--- src/rtl/gbns_pkg.sv ---
// Shared types and constants for the go-back-n sender window core.
// Depends on nothing; every other file but gbns_checker imports it.
package gbns_pkg;

	// Window positions and the per-item beat counter (window is at most 7).
	localparam int POS_W      = 3;
	localparam int CHAIN_N    = 8;

	// Widths of the result fields on the ports.
	localparam int OUT_SEQ_W  = 3;
	localparam int OUT_SLOT_W = 8;

	// Widest internal values over the supported parameter ranges.
	localparam int MAX_SEQ_W  = 8;
	localparam int MAX_SLOT_W = 12;
	localparam int MAX_CNT_W  = 13;

	// Entries in the queue between front and back.
	localparam int QUEUE_DEPTH = 2;

	// Request codes on func.
	localparam logic [1:0] FUNC_NEW = 2'd0;
	localparam logic [1:0] FUNC_ACK = 2'd1;
	localparam logic [1:0] FUNC_TMO = 2'd2;

	// How the back end expands one descriptor into result beats.
	typedef enum logic [1:0] {
		MODE_SINGLE,
		MODE_RELEASE,
		MODE_RESEND
	} mode_t;

	// One classified request, as handed from front to back.
	typedef struct packed {
		mode_t                 mode;
		logic [MAX_SEQ_W-1:0]  seq_a;   // send seq (single) or first seq of run
		logic [MAX_SLOT_W-1:0] slot_a;  // slot (single) or first slot of run
		logic [MAX_SEQ_W-1:0]  seq_b;   // seq entering the window on release
		logic [MAX_SLOT_W-1:0] slot_b;  // slot entering the window on release
		logic [MAX_CNT_W-1:0]  cnt;     // queued count before the release
		logic [POS_W-1:0]      rem;     // beats left after the first
		logic                  send_v;
		logic                  acc;
		logic                  full;
	} desc_t;

	// Low bits of a sequence number as shown on the ports.
	function automatic logic [OUT_SEQ_W-1:0] seq_low(input logic [MAX_SEQ_W-1:0] s);
		return s[OUT_SEQ_W-1:0];
	endfunction

	// Low bits of a slot as shown on the ports.
	function automatic logic [OUT_SLOT_W-1:0] slot_low(input logic [MAX_SLOT_W-1:0] s);
		return s[OUT_SLOT_W-1:0];
	endfunction

endpackage

--- src/rtl/gbns_front.sv ---
// Front end: accepts requests, owns the window state, classifies each request
// into one descriptor for the back end. Depends on gbns_pkg.
module gbns_front #(
	parameter int BUFFER_DEPTH = 256,
	parameter int WINDOW_SIZE  = 4,
	parameter int SEQ_MODULUS  = 8
) (
	input  logic           clk,
	input  logic           arst_n,
	input  logic           req_valid,
	output logic           req_ready,
	input  logic [1:0]     func,
	input  logic [2:0]     ack_seq,
	input  logic           ack_checksum_ok,
	input  logic [2:0]     timeout_seq,
	input  logic           q_full,
	output logic           push,
	output gbns_pkg::desc_t push_desc
);
	import gbns_pkg::*;

	localparam int SEQ_W  = $clog2(SEQ_MODULUS);
	localparam int SLOT_W = $clog2(BUFFER_DEPTH);
	localparam int CNT_W  = $clog2(BUFFER_DEPTH + 1);

	function automatic logic [SEQ_W-1:0] seq_inc(input logic [SEQ_W-1:0] s);
		return (s == SEQ_W'(SEQ_MODULUS - 1)) ? '0 : s + 1'b1;
	endfunction

	function automatic logic [SLOT_W-1:0] slot_inc(input logic [SLOT_W-1:0] s);
		return (s == SLOT_W'(BUFFER_DEPTH - 1)) ? '0 : s + 1'b1;
	endfunction

	logic [SLOT_W-1:0] head_q, head_d;
	logic [CNT_W-1:0]  count_q, count_d;
	logic [SEQ_W-1:0]  base_q, base_d;
	logic [SEQ_W-1:0]  next_seq_q, next_seq_d;

	logic [SEQ_W-1:0]  seq_chain [CHAIN_N];
	logic [SLOT_W-1:0] slot_chain [CHAIN_N];
	logic [POS_W-1:0]  n_fly;
	logic              ack_hit, to_hit;
	logic [POS_W-1:0]  ack_pos, to_pos;
	logic [CNT_W:0]    tail_sum;
	logic [SLOT_W-1:0] tail_slot;
	desc_t             desc;

	assign req_ready = !q_full;
	assign push      = req_valid && req_ready;
	assign push_desc = desc;

	// Walk sequence numbers and slots across the window positions
	always_comb begin
		seq_chain[0]  = base_q;
		slot_chain[0] = head_q;
		for (int i = 0; i < CHAIN_N - 1; i++) begin
			seq_chain[i+1]  = seq_inc(seq_chain[i]);
			slot_chain[i+1] = slot_inc(slot_chain[i]);
		end
	end

	// Packets in flight
	assign n_fly = (count_q < CNT_W'(WINDOW_SIZE)) ? POS_W'(count_q) : POS_W'(WINDOW_SIZE);

	// Find the first in-flight position matching the ack and timeout numbers
	always_comb begin
		ack_hit = 1'b0;
		ack_pos = '0;
		to_hit  = 1'b0;
		to_pos  = '0;
		for (int i = WINDOW_SIZE - 1; i >= 0; i--) begin
			if (POS_W'(i) < n_fly) begin
				if (seq_low(MAX_SEQ_W'(seq_chain[i])) == ack_seq) begin
					ack_hit = 1'b1;
					ack_pos = POS_W'(i);
				end
				if (seq_low(MAX_SEQ_W'(seq_chain[i])) == timeout_seq) begin
					to_hit = 1'b1;
					to_pos = POS_W'(i);
				end
			end
		end
	end

	// Slot behind the last queued packet
	always_comb begin
		tail_sum  = (CNT_W+1)'(head_q) + (CNT_W+1)'(count_q);
		tail_slot = (tail_sum >= (CNT_W+1)'(BUFFER_DEPTH)) ?
			SLOT_W'(tail_sum - (CNT_W+1)'(BUFFER_DEPTH)) : SLOT_W'(tail_sum);
	end

	// Classify the request and work out the next window state
	always_comb begin
		desc       = '0;
		desc.mode  = MODE_SINGLE;
		desc.full  = count_q == CNT_W'(BUFFER_DEPTH);
		head_d     = head_q;
		count_d    = count_q;
		base_d     = base_q;
		next_seq_d = next_seq_q;
		case (func)
			FUNC_NEW: begin
				if (count_q == CNT_W'(BUFFER_DEPTH)) begin
					desc.full = 1'b1;
				end else begin
					desc.seq_a  = MAX_SEQ_W'(next_seq_q);
					desc.slot_a = MAX_SLOT_W'(tail_slot);
					desc.send_v = count_q < CNT_W'(WINDOW_SIZE);
					desc.acc    = 1'b1;
					desc.full   = count_q == CNT_W'(BUFFER_DEPTH - 1);
					count_d     = count_q + 1'b1;
					next_seq_d  = seq_inc(next_seq_q);
				end
			end
			FUNC_ACK: begin
				if (ack_checksum_ok && ack_hit) begin
					desc.mode   = MODE_RELEASE;
					desc.seq_a  = MAX_SEQ_W'(base_q);
					desc.slot_a = MAX_SLOT_W'(head_q);
					desc.seq_b  = MAX_SEQ_W'(seq_chain[WINDOW_SIZE]);
					desc.slot_b = MAX_SLOT_W'(slot_chain[WINDOW_SIZE]);
					desc.cnt    = MAX_CNT_W'(count_q);
					desc.rem    = ack_pos;
					desc.full   = 1'b0;
					head_d      = slot_chain[ack_pos + 1'b1];
					base_d      = seq_chain[ack_pos + 1'b1];
					count_d     = count_q - (CNT_W'(ack_pos) + CNT_W'(1));
				end
			end
			FUNC_TMO: begin
				if (to_hit) begin
					desc.mode   = MODE_RESEND;
					desc.seq_a  = MAX_SEQ_W'(seq_chain[to_pos]);
					desc.slot_a = MAX_SLOT_W'(slot_chain[to_pos]);
					desc.rem    = n_fly - to_pos - 1'b1;
					desc.full   = count_q == CNT_W'(BUFFER_DEPTH);
				end
			end
			default: begin
				desc.mode = MODE_SINGLE;
			end
		endcase
	end

	// Advance the window state on each accepted beat
	always_ff @(posedge clk or negedge arst_n) begin
		if (!arst_n) begin
			head_q     <= '0;
			count_q    <= '0;
			base_q     <= '0;
			next_seq_q <= '0;
		end else if (push) begin
			head_q     <= head_d;
			count_q    <= count_d;
			base_q     <= base_d;
			next_seq_q <= next_seq_d;
		end
	end

endmodule

--- src/rtl/gbns_queue.sv ---
// Short descriptor queue between the front and back ends.
// Depends on gbns_pkg.
module gbns_queue (
	input  logic            clk,
	input  logic            arst_n,
	input  logic            push,
	input  gbns_pkg::desc_t push_desc,
	output logic            full,
	input  logic            pop,
	output logic            valid,
	output gbns_pkg::desc_t head_desc
);
	import gbns_pkg::*;

	localparam int PTR_W  = $clog2(QUEUE_DEPTH);
	localparam int FILL_W = $clog2(QUEUE_DEPTH + 1);

	desc_t             entry_q [QUEUE_DEPTH];
	logic [PTR_W-1:0]  wr_ptr_q, rd_ptr_q;
	logic [FILL_W-1:0] fill_q;

	assign full      = fill_q == FILL_W'(QUEUE_DEPTH);
	assign valid     = fill_q != '0;
	assign head_desc = entry_q[rd_ptr_q];

	// Store pushed descriptors
	always_ff @(posedge clk) begin
		if (push) begin
			entry_q[wr_ptr_q] <= push_desc;
		end
	end

	// Move pointers and fill level
	always_ff @(posedge clk or negedge arst_n) begin
		if (!arst_n) begin
			wr_ptr_q <= '0;
			rd_ptr_q <= '0;
			fill_q   <= '0;
		end else begin
			if (push) begin
				wr_ptr_q <= (wr_ptr_q == PTR_W'(QUEUE_DEPTH - 1)) ? '0 : wr_ptr_q + 1'b1;
			end
			if (pop) begin
				rd_ptr_q <= (rd_ptr_q == PTR_W'(QUEUE_DEPTH - 1)) ? '0 : rd_ptr_q + 1'b1;
			end
			case ({push, pop})
				2'b10:   fill_q <= fill_q + 1'b1;
				2'b01:   fill_q <= fill_q - 1'b1;
				default: fill_q <= fill_q;
			endcase
		end
	end

endmodule

--- src/rtl/gbns_back.sv ---
// Back end: expands each descriptor into result beats, one per cycle unless
// rsp_ready stalls, through a registered result stage. Depends on gbns_pkg.
module gbns_back #(
	parameter int BUFFER_DEPTH = 256,
	parameter int WINDOW_SIZE  = 4,
	parameter int SEQ_MODULUS  = 8
) (
	input  logic            clk,
	input  logic            arst_n,
	input  logic            q_valid,
	input  gbns_pkg::desc_t q_desc,
	output logic            q_pop,
	output logic            rsp_valid,
	input  logic            rsp_ready,
	output logic            stop_valid,
	output logic [2:0]      stop_seq,
	output logic            send_valid,
	output logic [2:0]      send_seq,
	output logic [7:0]      send_slot,
	output logic            accepted,
	output logic            buffer_full,
	output logic            last
);
	import gbns_pkg::*;

	localparam int SEQ_W  = $clog2(SEQ_MODULUS);
	localparam int SLOT_W = $clog2(BUFFER_DEPTH);

	function automatic logic [MAX_SEQ_W-1:0] seq_inc(input logic [MAX_SEQ_W-1:0] s);
		logic [SEQ_W-1:0] v;
		v = SEQ_W'(s);
		return MAX_SEQ_W'((v == SEQ_W'(SEQ_MODULUS - 1)) ? '0 : v + 1'b1);
	endfunction

	function automatic logic [MAX_SLOT_W-1:0] slot_inc(input logic [MAX_SLOT_W-1:0] s);
		logic [SLOT_W-1:0] v;
		v = SLOT_W'(s);
		return MAX_SLOT_W'((v == SLOT_W'(BUFFER_DEPTH - 1)) ? '0 : v + 1'b1);
	endfunction

	logic                  busy_q, busy_d;
	desc_t                 work_q, work_d;
	logic                  beat_fire, beat_last, load;
	logic                  b_stop, b_send;
	logic [MAX_SEQ_W-1:0]  b_stop_seq, b_send_seq;
	logic [MAX_SLOT_W-1:0] b_slot;

	logic                  rsp_valid_q;
	logic                  stop_valid_q, send_valid_q, accepted_q, buffer_full_q, last_q;
	logic [OUT_SEQ_W-1:0]  stop_seq_q, send_seq_q;
	logic [OUT_SLOT_W-1:0] send_slot_q;

	assign beat_fire = busy_q && (!rsp_valid_q || rsp_ready);
	assign load      = q_valid && (!busy_q || (beat_fire && beat_last));
	assign q_pop     = load;

	// Form the current beat from the working descriptor
	always_comb begin
		b_stop     = 1'b0;
		b_send     = 1'b0;
		b_stop_seq = '0;
		b_send_seq = '0;
		b_slot     = '0;
		beat_last  = work_q.rem == '0;
		case (work_q.mode)
			MODE_SINGLE: begin
				b_send     = work_q.send_v;
				b_send_seq = work_q.seq_a;
				b_slot     = work_q.slot_a;
				beat_last  = 1'b1;
			end
			MODE_RELEASE: begin
				b_stop     = 1'b1;
				b_stop_seq = work_q.seq_a;
				if (work_q.cnt > MAX_CNT_W'(WINDOW_SIZE)) begin
					b_send     = 1'b1;
					b_send_seq = work_q.seq_b;
					b_slot     = work_q.slot_b;
				end
			end
			MODE_RESEND: begin
				b_stop     = 1'b1;
				b_send     = 1'b1;
				b_stop_seq = work_q.seq_a;
				b_send_seq = work_q.seq_a;
				b_slot     = work_q.slot_a;
			end
			default: begin
				beat_last = 1'b1;
			end
		endcase
	end

	// Load, advance or retire the working descriptor
	always_comb begin
		busy_d = busy_q;
		work_d = work_q;
		if (load) begin
			busy_d = 1'b1;
			work_d = q_desc;
		end else if (beat_fire && beat_last) begin
			busy_d = 1'b0;
		end else if (beat_fire) begin
			work_d.seq_a  = seq_inc(work_q.seq_a);
			work_d.slot_a = slot_inc(work_q.slot_a);
			work_d.seq_b  = seq_inc(work_q.seq_b);
			work_d.slot_b = slot_inc(work_q.slot_b);
			work_d.cnt    = work_q.cnt - 1'b1;
			work_d.rem    = work_q.rem - 1'b1;
		end
	end

	always_ff @(posedge clk) begin
		work_q <= work_d;
	end

	// Hold control state
	always_ff @(posedge clk or negedge arst_n) begin
		if (!arst_n) begin
			busy_q      <= 1'b0;
			rsp_valid_q <= 1'b0;
		end else begin
			busy_q <= busy_d;
			if (beat_fire) begin
				rsp_valid_q <= 1'b1;
			end else if (rsp_ready) begin
				rsp_valid_q <= 1'b0;
			end
		end
	end

	// Capture the beat into the result register
	always_ff @(posedge clk) begin
		if (beat_fire) begin
			stop_valid_q  <= b_stop;
			stop_seq_q    <= seq_low(b_stop_seq);
			send_valid_q  <= b_send;
			send_seq_q    <= seq_low(b_send_seq);
			send_slot_q   <= slot_low(b_slot);
			accepted_q    <= work_q.acc && (work_q.mode == MODE_SINGLE);
			buffer_full_q <= work_q.full;
			last_q        <= beat_last;
		end
	end

	assign rsp_valid   = rsp_valid_q;
	assign stop_valid  = stop_valid_q;
	assign stop_seq    = stop_seq_q;
	assign send_valid  = send_valid_q;
	assign send_seq    = send_seq_q;
	assign send_slot   = send_slot_q;
	assign accepted    = accepted_q;
	assign buffer_full = buffer_full_q;
	assign last        = last_q;

endmodule

--- src/rtl/go_back_n_sender_window_core.sv ---
// Channel  Handshake              Beat contents
// req      req_valid / req_ready  func, ack_seq, ack_checksum_ok, timeout_seq
// rsp      rsp_valid / rsp_ready  stop_valid, stop_seq, send_valid, send_seq,
//                                 send_slot, accepted, buffer_full, last
//
// Each request yields 1 to WINDOW_SIZE result beats; the back end issues one
// beat per cycle while the result side does not stall. The front takes a
// request per cycle while the two-entry descriptor queue has room. No clearing
// pass: the block takes requests as soon as reset is released. Either side may
// stall freely.
// Top level of the go-back-n sender window; depends on gbns_pkg, gbns_front,
// gbns_queue and gbns_back.
module go_back_n_sender_window_core #(
	parameter int BUFFER_DEPTH = 256,
	parameter int WINDOW_SIZE  = 4,
	parameter int SEQ_MODULUS  = 8
) (
	input  logic       clk,
	input  logic       arst_n,
	input  logic       req_valid,
	output logic       req_ready,
	input  logic [1:0] func,
	input  logic [2:0] ack_seq,
	input  logic       ack_checksum_ok,
	input  logic [2:0] timeout_seq,
	output logic       rsp_valid,
	input  logic       rsp_ready,
	output logic       stop_valid,
	output logic [2:0] stop_seq,
	output logic       send_valid,
	output logic [2:0] send_seq,
	output logic [7:0] send_slot,
	output logic       accepted,
	output logic       buffer_full,
	output logic       last
);
	import gbns_pkg::*;

	logic  q_full, q_push, q_pop, q_valid;
	desc_t push_desc, head_desc;

	// Classify requests and keep the window state
	gbns_front #(
		.BUFFER_DEPTH(BUFFER_DEPTH),
		.WINDOW_SIZE (WINDOW_SIZE),
		.SEQ_MODULUS (SEQ_MODULUS)
	) u_front (
		.clk            (clk),
		.arst_n         (arst_n),
		.req_valid      (req_valid),
		.req_ready      (req_ready),
		.func           (func),
		.ack_seq        (ack_seq),
		.ack_checksum_ok(ack_checksum_ok),
		.timeout_seq    (timeout_seq),
		.q_full         (q_full),
		.push           (q_push),
		.push_desc      (push_desc)
	);

	// Decouple the two ends
	gbns_queue u_queue (
		.clk      (clk),
		.arst_n   (arst_n),
		.push     (q_push),
		.push_desc(push_desc),
		.full     (q_full),
		.pop      (q_pop),
		.valid    (q_valid),
		.head_desc(head_desc)
	);

	// Expand descriptors into result beats
	gbns_back #(
		.BUFFER_DEPTH(BUFFER_DEPTH),
		.WINDOW_SIZE (WINDOW_SIZE),
		.SEQ_MODULUS (SEQ_MODULUS)
	) u_back (
		.clk        (clk),
		.arst_n     (arst_n),
		.q_valid    (q_valid),
		.q_desc     (head_desc),
		.q_pop      (q_pop),
		.rsp_valid  (rsp_valid),
		.rsp_ready  (rsp_ready),
		.stop_valid (stop_valid),
		.stop_seq   (stop_seq),
		.send_valid (send_valid),
		.send_seq   (send_seq),
		.send_slot  (send_slot),
		.accepted   (accepted),
		.buffer_full(buffer_full),
		.last       (last)
	);

endmodule

--- config.mk ---
export PLATFORM = sky130hd
export DESIGN_NAME = go_back_n_sender_window_core
export DESIGN_NICKNAME = d
export VERILOG_FILES = /design/src/rtl/gbns_pkg.sv /design/src/rtl/gbns_front.sv /design/src/rtl/gbns_queue.sv /design/src/rtl/gbns_back.sv /design/src/rtl/go_back_n_sender_window_core.sv
export SDC_FILE = /design/constraint.sdc
export NUM_CORES = 1
export LEC_CHECK = 0
export BUFFER_PORTS_ARGS = -buffer_cell sky130_fd_sc_hd__buf_2
export CORE_AREA = 3 3 149 137
export DETAILED_ROUTE_END_ITERATION = 7
export DIE_AREA = 0 0 152 140
export PLACE_DENSITY = 0.72
export SLEW_MARGIN = 10
export SYNTH_ARGS = -nofsm -noshare
export SYNTH_HDL_FRONTEND = slang
export SYNTH_SLANG_ARGS = --single-unit
export TNS_END_PERCENT = 5
--- constraint.sdc ---
create_clock -name clk -period 18.3 [get_ports clk]
set_clock_uncertainty 0.15 [all_clocks]
set_input_delay 3.66 -clock clk [delete_from_list [all_inputs] [get_ports clk]]
set_output_delay 3.66 -clock clk [all_outputs]
set_load 0.05 [all_outputs]
# Word-level counts from Yosys, hierarchy flattened
# Memories as Yosys holds them, arrays and structs flattened.
# Index checks and enable logic that the tools add are counted.
[totals] regBits=91 ramBits=122 in_bits=13 out_inout_bits=21 elab_cells=239 mem_count=1
[classes] n_addsub=33 n_lt_le_gt_ge=9 n_eq_ne=39 mux=101 n_bitwise=3 n_reduce_logical=26
[mem_list] name="u_queue.entry_q" words=2 width=61 read_ports=1 rd_ports_with_merged_regs=0 wr=1 line_no="gbns_queue.sv:18" rtl="desc_t entry_q [QUEUE_DEPTH];"
[ops] cell="51-bit 2-to-1 mux" count=3
[ops] cell="8-bit 2-to-1 mux" count=14
[ops] cell="3-bit 2-to-1 mux" count=30
[ops] cell="8-bit equality test (second input constant)" count=9
[ops] cell="20-bit one-hot mux with 3 select lines" count=1
[ops] cell="57-bit 2-to-1 mux" count=1
[ops] cell="8-bit by 1-bit adder with 8-bit output (second input constant)" count=7
[ops] cell="8-bit binary-select mux with 3-bit select" count=2
[ops] cell="33-bit 2-to-1 mux" count=1
[ops] cell="3-bit by 1-bit adder with 3-bit output (second input constant)" count=10
[ops] cell="3-bit equality test (second input constant)" count=10
[ops] cell="1-bit 2-to-1 mux" count=29
[ops] cell="3-bit equality test" count=8
[ops] cell="12-bit 2-to-1 mux" count=2
[ops] cell="22-bit 2-to-1 mux" count=1
[ops] cell="8-bit by 1-bit adder with 9-bit output (second input constant)" count=2
[ops] cell="3-bit binary-select mux with 3-bit select" count=2
[ops] cell="9-bit 2-to-1 mux" count=2
[ops] cell="9-bit one-hot mux with 2 select lines" count=1
[ops] cell="8-bit one-hot mux with 2 select lines" count=1
[ops] cell="15-bit 2-to-1 mux" count=1
[ops] cell="13-bit by 3-bit greater-than comparator with 1-bit output (second input constant)" count=1
[ops] cell="13-bit by 1-bit subtractor with 13-bit output (second input constant)" count=1
[ops] cell="3-bit one-hot mux with 2 select lines" count=2
[ops] cell="37 further kinds" count=70

# Depth between registers and ports, before layout
# Gate-level depths: netlist of the first run.
[depth] ltp_word=21 depth_mapped=39 mapped_depth_nobuf=35

# By module
# Synthesis of the first run repeated with hierarchy kept, for this count alone.
[hier_totals] cells_unflattened=1223 area_unflattened_um2=13675.6
[modules_own_cells] module="gbns_front" n_inst=1 cells_each=774 area_each_um2=5517.8 seq_area_each_um2=575.6
[modules_own_cells] module="gbns_queue" n_inst=1 cells_each=206 area_each_um2=4889.7 seq_area_each_um2=3763.6
[modules_own_cells] module="gbns_back" n_inst=1 cells_each=243 area_each_um2=3268.1 seq_area_each_um2=1911.8

# Worst setup path before layout of the first run
# OpenSTA, ideal clock, no wires.
[synth_path] kind="input port to flip-flop" start="input port ack_seq[1]" end="register u_front.count_q[8]" setup_time_ps=123 t_arrival_ps=7555 required_time_ps=18027 slack_ps=10472 path_stages=20 n_path_buf=4 cell_sequence="xor2_1 nor3_1 a211o_1 clkbuf_1 clkinv_1 clkbuf_1 ha_1 clkbuf_1 clkbuf_1 nor2b_1 fa_1 a21o_1 a21o_1 a21o_1 a21oi_1 o21bai_1 a21oi_1 xnor2_1 nand2_1 xnor2_1"
[synth_between] elab_chain_cells=13 elab_cells_between_ends=27 classes_between="2 x add/sub; 5 x eq/ne; 18 x mux; 2 x reduce/logical"
[synth_lines] item="start: declaration" line_no="go_back_n_sender_window_core.sv:23" rtl="input logic [2:0] ack_seq,"
[synth_lines] item="3-bit equality test" line_no="gbns_front.sv:73" rtl="if (seq_low(MAX_SEQ_W'(seq_chain[i])) == ack_seq) begin"
[synth_lines] item="2-bit 2-to-1 mux" line_no="gbns_front.sv:73"
[synth_lines] item="3-bit 2-to-1 mux" line_no="gbns_front.sv:72" rtl="if (POS_W'(i) < n_fly) begin"
[synth_lines] item="3-bit 2-to-1 mux" line_no="gbns_front.sv:73"
[synth_lines] item="3-bit 2-to-1 mux" line_no="gbns_front.sv:72"
[synth_lines] item="3-bit 2-to-1 mux" line_no="gbns_front.sv:73"
[synth_lines] item="3-bit 2-to-1 mux" line_no="gbns_front.sv:72"
[synth_lines] item="3-bit 2-to-1 mux" line_no="gbns_front.sv:73"
[synth_lines] item="3-bit 2-to-1 mux" line_no="gbns_front.sv:72"
[synth_lines] item="3-bit by 1-bit adder with 4-bit output" line_no="gbns_front.sv:127" rtl="count_d = count_q - (CNT_W'(ack_pos) + CNT_W'(1));"
[synth_lines] item="9-bit subtractor" line_no="gbns_front.sv:127"
[synth_lines] item="9-bit 2-to-1 mux" line_no="gbns_front.sv:116" rtl="if (ack_checksum_ok && ack_hit) begin"
[synth_lines] item="9-bit one-hot mux with 2 select lines" line_no="gbns_front.sv:101" rtl="case (func)"
[synth_lines] item="end signal: assignment" line_no="gbns_front.sv:154" rtl="count_q <= count_d;"
[synth_lines] item="end: declaration" line_no="gbns_front.sv:35" rtl="logic [CNT_W-1:0] count_q, count_d;"
# Parallel ways exist; a longest one is shown, timed or not. The select of a mux whose other input is x is not followed.
# A chain may end at the register's enable or synchronous reset.

==> impl_metrics.csv, run 1 <==
group,metric,value,unit
outcome,status,"completed",
global_route,grt_pass1_wl,43200,microns
timing,period_needed,8.66,ns
clock_tree,clock_latency,0.43,ns
place,portBuffers,33,
synthesis,synthMostInstantiatedCell,"edfxtp_1",
die,fp.dieH,140,microns
die,dieArea,0.0213,sq mm
timing,relSlewSlack,24.4,%
global_route,grt_max_degree,47,
layout,syn_to_final_growth,7.90,%
route,first_pass_iters,7,
synthesis,synthTopCellsByCount,"140 x edfxtp_1, 110 x nor2_1, 91 x nand2_1",
global_route,grt_pass1_vias,8188,
synthesis,synth_top_area_share,37.2,%
place,dp_hpwl,18900,microns
timing,hold_viol,0,
synthesis,synth-seq-cells,169,
timing,rsz0062_at_grt,"false",
timing,fin_crit_sh,47.3,%
setup_path,crit_chain,"buf_2, xor2_1, nor3_1, a211o_1, buf_4, clkinv_1, ha_1, clkinv_1, a21oi_1, nand2_1, nor2_1, o21ai_0, a21oi_1, a211oi_1",
clock_tree,clk_pin_slew,0.07,ns
global_route,grt_overflow,0,
timing,fmax,116,MHz
synthesis,yosysUniqueCellTypes,91,
layout,n_fill_cell,1521,
setup_path,cp.required,18.43,ns
route,wl_per_cell,19.1,microns
flow_run,cap_violations,0,
clock_tree,cts_root_buffer,"clkbuf_16",
setup_path,startpoint_type,"input port",
clock_tree,post-cts-setup-buffers,0,
route,first_iter_violations,964,
clock_tree,cts_sinks,169,
global_route,antenna_found_initial,0,
die,io_pins,34,
synthesis,syn-num-nets,1200,
place,gp_congestion,0.940,
route,vias_per_cell,6.28,
layout,antenna_cells,0,
layout,final_nets,1199,
synthesis,yosys-top-cells-area,"edfxtp_1 37%, dfrtp_1 6.4%, ha_1 5.8%",
synthesis,synth-edff-count,140,
setup_path,critical_path_class,"in -> reg",
setup_path,critical-path-slowest-cell,"ha_1",
clock_tree,cts_tree,"done",
worst_hold_path,hold_path_class,"reg -> reg",
global_route,grtUsageTotal,24.9,%
synthesis,yosys.area.top_type,"edfxtp_1",
synthesis,seq_area_frac_synth,43.6,%
die,rows,48,
route,dr_total_vias,8753,
synthesis,avgSynthCellArea,9.98,sq um
clock_tree,cts_max_path_buffers,2,
synthesis,synth_area,0.0113,sq mm
timing,worst_slew_pin_slew,1.13,ns
setup_path,crit_fanout,29,
die,core_area,0.0190,sq mm
timing,drv_slew,0,
route,routed_wl,26600,microns
timing,setup-tns-final,0,ns
layout,layout-drive-gt1-share,11.5,%
synthesis,async_flop_share,17.2,%
synthesis,synth_warnings,0,
clock_tree,post_cts_resized,0,
route,ant_nets,0,
synthesis,syn_inst,1132,
setup_path,crit_arrival,8.79,ns
synthesis,ys.flop_type,"edfxtp_1",
route,drcViolationCount,0,
clock_tree,htreeDepth,4,
die,die_width,152,microns
timing,setup-violations-final,0,
setup_path,worst_setup_path_end_kind,"register",
clock_tree,hold_buffers,0,
die,start_util,59.5,%
setup_path,critPathMaxStageDelay,1.17,ns
clock_tree,cts_buffers,17,
==> worst max-delay path: cells and delay by family <==
family	cells	cell delay (ns)
AOI/OAI and AO/OA	5	0.87
and+or+nand+nor	3	1.03
adders and majority gates	1	1.17
xor gates and xnor gates	1	0.14
buffers and inverters	4	1.91
==> flip-flops by register name, indices dropped and copies added, names as in the netlist, named ones only <==
name                count
u_back.stop_valid       1
u_back.stop_seq         3
u_back.work_q          43
u_back.send_valid       1
u_back.buffer_full      1
u_queue.entry_q        78
u_back.busy_q           1
u_back.last             1
u_back.accepted         1
u_back.send_slot        8
u_back.rsp_valid        1
u_queue.wr_ptr_q        1
u_front.count_q         9
u_back.send_seq         3
u_queue.fill_q          2
u_front.next_seq_q      3
u_queue.rd_ptr_q        1
==> cells in the final DEF, fill, tap and decap left out, types with 30 or more instances in the layout <==
cell and count:
o21ai_0 44, mux2i_1 33, buf_2 33, edfxtp_1 140, nand3_1 33, xnor2_1 52, xor2_1 41, nor2_1 109
nand2_1 91, inv_1 30, a21oi_1 74, ha_1 52
==> layer usage <==
metal	up-vias	global-route usage [%]	wire length [microns]
li1	4170	-	-
met1	4130	37.0	12300
met2	401	37.0	11500
met3	52	4.32	2120
met4	0	8.85	675
met5	-	0	0
==> area by class of cell <==
class	instances	area [sq um]	share of cell area [%]
clock buffer	20	457	3.75
clock inverter	12	114	0.934
inverter	36	135	1.11
multi-input combinational	864	6000	49.2
sequential	169	4930	40.5
tap	250	313	2.57
timing repair buffer	43	240	1.97
==> cell families (layout without fill, tap and decap cells) <==
family / count (synthesis) / count (layout) / synth area share [%]
AO/OA/AOI/OAI: 280 / 280 / 16.9
XOR/XNOR: 99 / 99 / 8.15
adder cells (fa/ha/maj): 55 / 55 / 6.29
buffers and inverters: 99 / 111 / 3.46
flip-flops: 169 / 169 / 43.6
multiplexers: 51 / 51 / 4.82
AND/OR/NAND/NOR: 379 / 379 / 16.8
==> worst paths after layout <==
kind                                   from                  to  slack, ns  cells after the start
max reg2reg                        register            register       9.98                     31
max in group asynchronous            arst_n    u_queue.rd_ptr_q      14.24                      1
min reg2reg                u_back.work_q[0]  u_back.buffer_full       0.29                      0
min                        u_back.work_q[0]  u_back.buffer_full       0.29                      0
min in group asynchronous            arst_n  u_front.count_q[6]       3.17                      1
max                              ack_seq[1]            register       9.64                     14
==> per-stage QoR <==
step           cell area, sq um  hold slack [ns]  worst slack, ns  utilization (%)  cells
3_5_place_dp              11600            0.283             9.44             61.2   1362
4_1_cts                   12200            0.294             9.89             64.2   1394
2_1_floorplan             11300            0.250            10.47                -   1132
6_report                  12200            0.291             9.64             64.2   1394
3_3_place_gp              11600            0.273             9.56             61.2   1362
5_1_grt                   12200            0.303             9.19             64.2   1394
Power of run 1 is left out: the tool's default activity adds up to more than one toggle a clock period on the data nets, which glitch-free logic cannot reach.
==> run 2: changes to the inputs <==
Clock period 18.3 ns to 8.1 ns, I/O delays scaled along.
==> impl_metrics.csv, run 2 (synthesis results as in run 1) <==
group,metric,value,unit
outcome,status,"completed",
timing,rsz0062_at_grt,"false",
layout,biggestRegsByFlops,"u_queue.entry_q: 78 flops, u_back.work_q: 43 flops, u_front.count_q: 9 flops",
die,fp.dieH,140,microns
global_route,antenna_found_initial,0,
setup_path,crit_arrival,7.53,ns
layout,n_fill_cell,1533,
place,gp_congestion,0.942,
global_route,grt_pass1_wl,45300,microns
setup_path,critical_path_class,"reg -> reg",
die,rows,48,
die,dieArea,0.0213,sq mm
worst_hold_path,whs_endpoint,"u_back.buffer_full",
layout,top_register,"u_queue.entry_q",
setup_path,rr_worst_depth,32,
route,vias_per_cell,6.32,
clock_tree,clock_latency,0.43,ns
global_route,grt_max_degree,47,
route,wl_per_cell,19.8,microns
die,die_width,152,microns
layout,final_nets,1210,
layout,layout-drive-gt1-share,12.6,%
setup_path,r2r_slack,0.73,ns
die,start_util,59.5,%
setup_path,path_common_cell,"ha_1",
place,portBuffers,33,
timing,fmax,136,MHz
route,drcViolationCount,0,
route,first_pass_iters,6,
layout,fin_cells,1405,
clock_tree,post-cts-setup-buffers,0,
setup_path,startpoint_type,"register",
timing,hold_viol,0,
place,dp_hpwl,19700,microns
route,first_iter_violations,912,
timing,relSlewSlack,25.3,%
setup_path,crit_fanout,13,
worst_hold_path,hold_path_class,"reg -> reg",
timing,setup-violations-final,0,
layout,largest_reg_flops,78,
timing,drv_slew,0,
clock_tree,cts_max_path_buffers,2,
setup_path,critPathMaxStageDelay,0.50,ns
flow_run,cap_violations,0,
die,core_area,0.0190,sq mm
global_route,grt_overflow,0,
clock_tree,cts_root_buffer,"clkbuf_16",
global_route,grt_pass1_vias,8355,
place,dpl.cell_count,1373,
timing,fin_crit_sh,90.9,%
layout,mostFrequentLayoutCell,"edfxtp_1",
die,io_pins,34,
timing,worst_slew_pin_slew,1.12,ns
setup_path,worst_setup_path_end_kind,"register",
clock_tree,cts_tree,"done",
global_route,grtUsageTotal,26.4,%
layout,antenna_cells,0,
clock_tree,clk_pin_slew,0.07,ns
clock_tree,cts_sinks,169,
clock_tree,cts_buffers,17,
timing,setup-tns-final,0,ns
worst_hold_path,min-delay-start,"u_back.work_q[0]",
route,routed_wl,27900,microns
layout,final_cell_mix,"140 x edfxtp_1, 108 x nor2_1, 91 x nand2_1",
timing,period_needed,7.37,ns
worst_hold_path,min_path_cells,0,
route,dr_total_vias,8874,
route,ant_nets,0,
setup_path,cp.required,8.26,ns
setup_path,critical-path-slowest-cell,"dfrtp_2",
clock_tree,htreeDepth,4,
layout,syn_to_final_growth,8.95,%
layout,final_util,64.9,%
[run 2: changes by cell type in the layout (fill, tap and decap cells not counted), moves of 2 or more]
cell and change:
clkinv_2 -2, buf_4 +11, ha_1 -2, ha_2 +2, inv_8 +3, clkbuf_8 -2
[run 2: what timing repair did]
item	CTS	global route
hold buffers	0	0
hold endpoints to repair	0	0
setup endpoints to repair	0	8
resized for setup	0	5
[run 2: final cells by class]
type | count | area, sq um | share of cell area [%]
multi-input combinational | 864 | 6010 | 48.9
timing repair buffer | 54 | 323 | 2.62
clock inverter | 13 | 159 | 1.29
inverter | 36 | 135 | 1.10
clock buffer | 19 | 433 | 3.52
sequential | 169 | 4930 | 40.1
tap | 250 | 313 | 2.54
[run 2: metrics by stage]
step / setup WS, ns / hold WS, ns / area, sq um
finish: 0.735 / 0.300 / 12300
global route: 0.112 / 0.313 / 12300
CTS: 0.438 / 0.294 / 12300
detailed placement: 0.492 / 0.289 / 11700
global placement: 0.683 / 0.268 / 11700
floorplan: 1.34 / 0.250 / 11300
[run 2: how the worst max path moves through the flow]
stage,startpoint,endpoint,slack [ns],cells past startpoint
2_1_floorplan,register,register,1.34,35
3_3_place_gp,register,register,0.68,33
3_5_place_dp,register,register,0.49,30
4_1_cts,register,register,0.44,33
5_1_grt,register,register,0.11,33
6_report,register,register,0.73,32
[run 2: routing by layer]
layer | vias to the layer above | part of all wire [%] | track usage [%] | wire, microns
met1 | 4236 | 46 | 39.1 | 12900
met4 | 0 | 1.7 | 7.24 | 463
met3 | 41 | 7.4 | 4.14 | 2050
li1 | 4200 | - | - | -
met5 | - | 0 | 0 | 0
met2 | 397 | 45 | 40.6 | 12500
[run 2: critical path: cells and delay by family (launching register included)]
kind	cells	cell delay, ns
fa+ha+maj	5	1.44
simple gates	15	2.67
buf+inv	3	0.36
flops	1	0.50
xor+xnor	2	0.65
compound gates	7	1.47
Power of run 2 is left out for the same reason.
==> run 3: changes to the inputs <==
Clock period 8.1 ns to 6.9 ns, I/O delays scaled along.
==> impl_metrics.csv, run 3 (synthesis results as in run 1) <==
group,metric,value,unit
route,dr_total_vias,8835,
global_route,grt_overflow,0,
place,dp_hpwl,19900,microns
setup_path,worst_setup_path_end_kind,"register",
layout,final_area,0.0124,sq mm
die,rows,48,
global_route,grt_max_degree,47,
global_route,grtUsageTotal,25.9,%
route,wl_per_cell,19.6,microns
setup_path,critical_path_class,"reg -> reg",
global_route,antenna_found_initial,0,
die,core_area,0.0190,sq mm
layout,largest_reg_flops,78,
timing,setup-violations-final,0,
route,ant_nets,0,
setup_path,crit_arrival,6.59,ns
timing,rsz0062_at_grt,"false",
clock_tree,clk_pin_slew,0.07,ns
setup_path,crit_fanout,7,
layout,biggestRegsByFlops,"u_queue.entry_q: 78 flops, u_back.work_q: 43 flops, u_front.count_q: 9 flops",
flow_run,cap_violations,0,
timing,drv_slew,0,
layout,layout-drive-gt1-share,14.1,%
place,gp_congestion,0.984,
global_route,grt_pass1_vias,8380,
global_route,grt_pass1_wl,44600,microns
worst_hold_path,hold_path_class,"reg -> reg",
clock_tree,cts_buffers,17,
route,first_iter_violations,739,
route,vias_per_cell,6.24,
clock_tree,htreeDepth,4,
layout,top_register,"u_queue.entry_q",
layout,final_util,65.5,%
timing,hold_viol,0,
route,drcViolationCount,0,
clock_tree,cts_tree,"done",
clock_tree,clock_latency,0.43,ns
timing,fin_crit_sh,93.0,%
setup_path,cp.required,7.07,ns
route,routed_wl,27800,microns
layout,syn_to_final_growth,10.0,%
clock_tree,cts_max_path_buffers,2,
clock_tree,hold_buffers,0,
die,io_pins,34,
timing,relSlewSlack,24.7,%
place,portBuffers,33,
timing,worst_slew_pin_slew,1.13,ns
setup_path,critical-path-slowest-cell,"dfrtp_1",
die,start_util,59.5,%
clock_tree,cts_root_buffer,"clkbuf_16",
layout,final_cell_mix,"140 x edfxtp_1, 108 x nor2_1, 90 x nand2_1",
setup_path,critPathMaxStageDelay,0.43,ns
timing,fmax,156,MHz
timing,period_needed,6.42,ns
die,dieArea,0.0213,sq mm
timing,hold_slack,0.280,ns
outcome,status,"completed",
setup_path,startpoint_type,"register",
route,first_pass_iters,7,
place,place_area,0.0118,sq mm
layout,final_nets,1222,
timing,setup-tns-final,0,ns
die,die_width,152,microns
die,fp.dieH,140,microns
layout,mostFrequentLayoutCell,"edfxtp_1",
layout,antenna_cells,0,
clock_tree,cts_sinks,169,
run 3: cell types whose count changed in the layout (fill, tap and decap cells not counted), moves of 2 or more:
cell       before  now
inv_8           3    0
dfrtp_2         2    5
inv_6           4    0
buf_4          21   33
clkbuf_16      17   20
inv_4           0    3
dfrtp_1        27   24
bufinv_16       2    0
clkbuf_8        0    2
run 3: layout make-up:
class | instances | area, sq um
clock buffer | 24 | 536
clock inverter | 8 | 53.8
fill | 1552 | 6550
inverter | 36 | 135
multi-input combinational | 864 | 6040
sequential | 169 | 4940
tap | 250 | 313
timing repair buffer | 66 | 413
run 3: through the flow:
step | setup slack [ns] | instances
after detailed placement | 0.179 | 1384
final | 0.482 | 1417
after global placement | 0.463 | 1384
after CTS | 0.161 | 1416
after floorplan | 0.139 | 1132
after global routing | 0.0224 | 1417
run 3: worst paths after layout:
kind	slack [ns]	end	depth (start not counted)	start
setup / recovery	0.48	register	31	register
hold / removal	0.28	u_back.buffer_full	0	u_back.work_q[0]
setup reg to reg	0.48	register	31	register
hold reg to reg	0.28	u_back.buffer_full	0	u_back.work_q[0]
max in group asynchronous	5.18	async pin	1	arst_n
min in group asynchronous	0.87	u_front.count_q[4]	1	arst_n
run 3: routing by layer:
layer / wire [microns] / global-route usage (%) / vias up
met5: 0 / 0 / -
met4: 452 / 7.47 / 0
met3: 1980 / 5.28 / 35
met2: 12900 / 41.1 / 346
met1: 12500 / 36.5 / 4250
li1: - / - / 4204
run 3: worst max-delay path: cells and delay by family (launching register included):
kind,cells,cell delay [ns]
fa+ha+maj,4,0.96
flops,1,0.43
simple gates,15,2.33
compound gates,11,2.32
buf+inv,1,0.09
run 3: what timing repair did:
| action | 4_1_cts | 5_1_grt |
|---|---|---|
| hold endpoints to repair | 0 | 0 |
| setup buffers | 0 | 1 |
| setup endpoints to repair | 0 | 8 |
| gates resized for setup | 0 | 14 |
Power of run 3 is left out for the same reason.
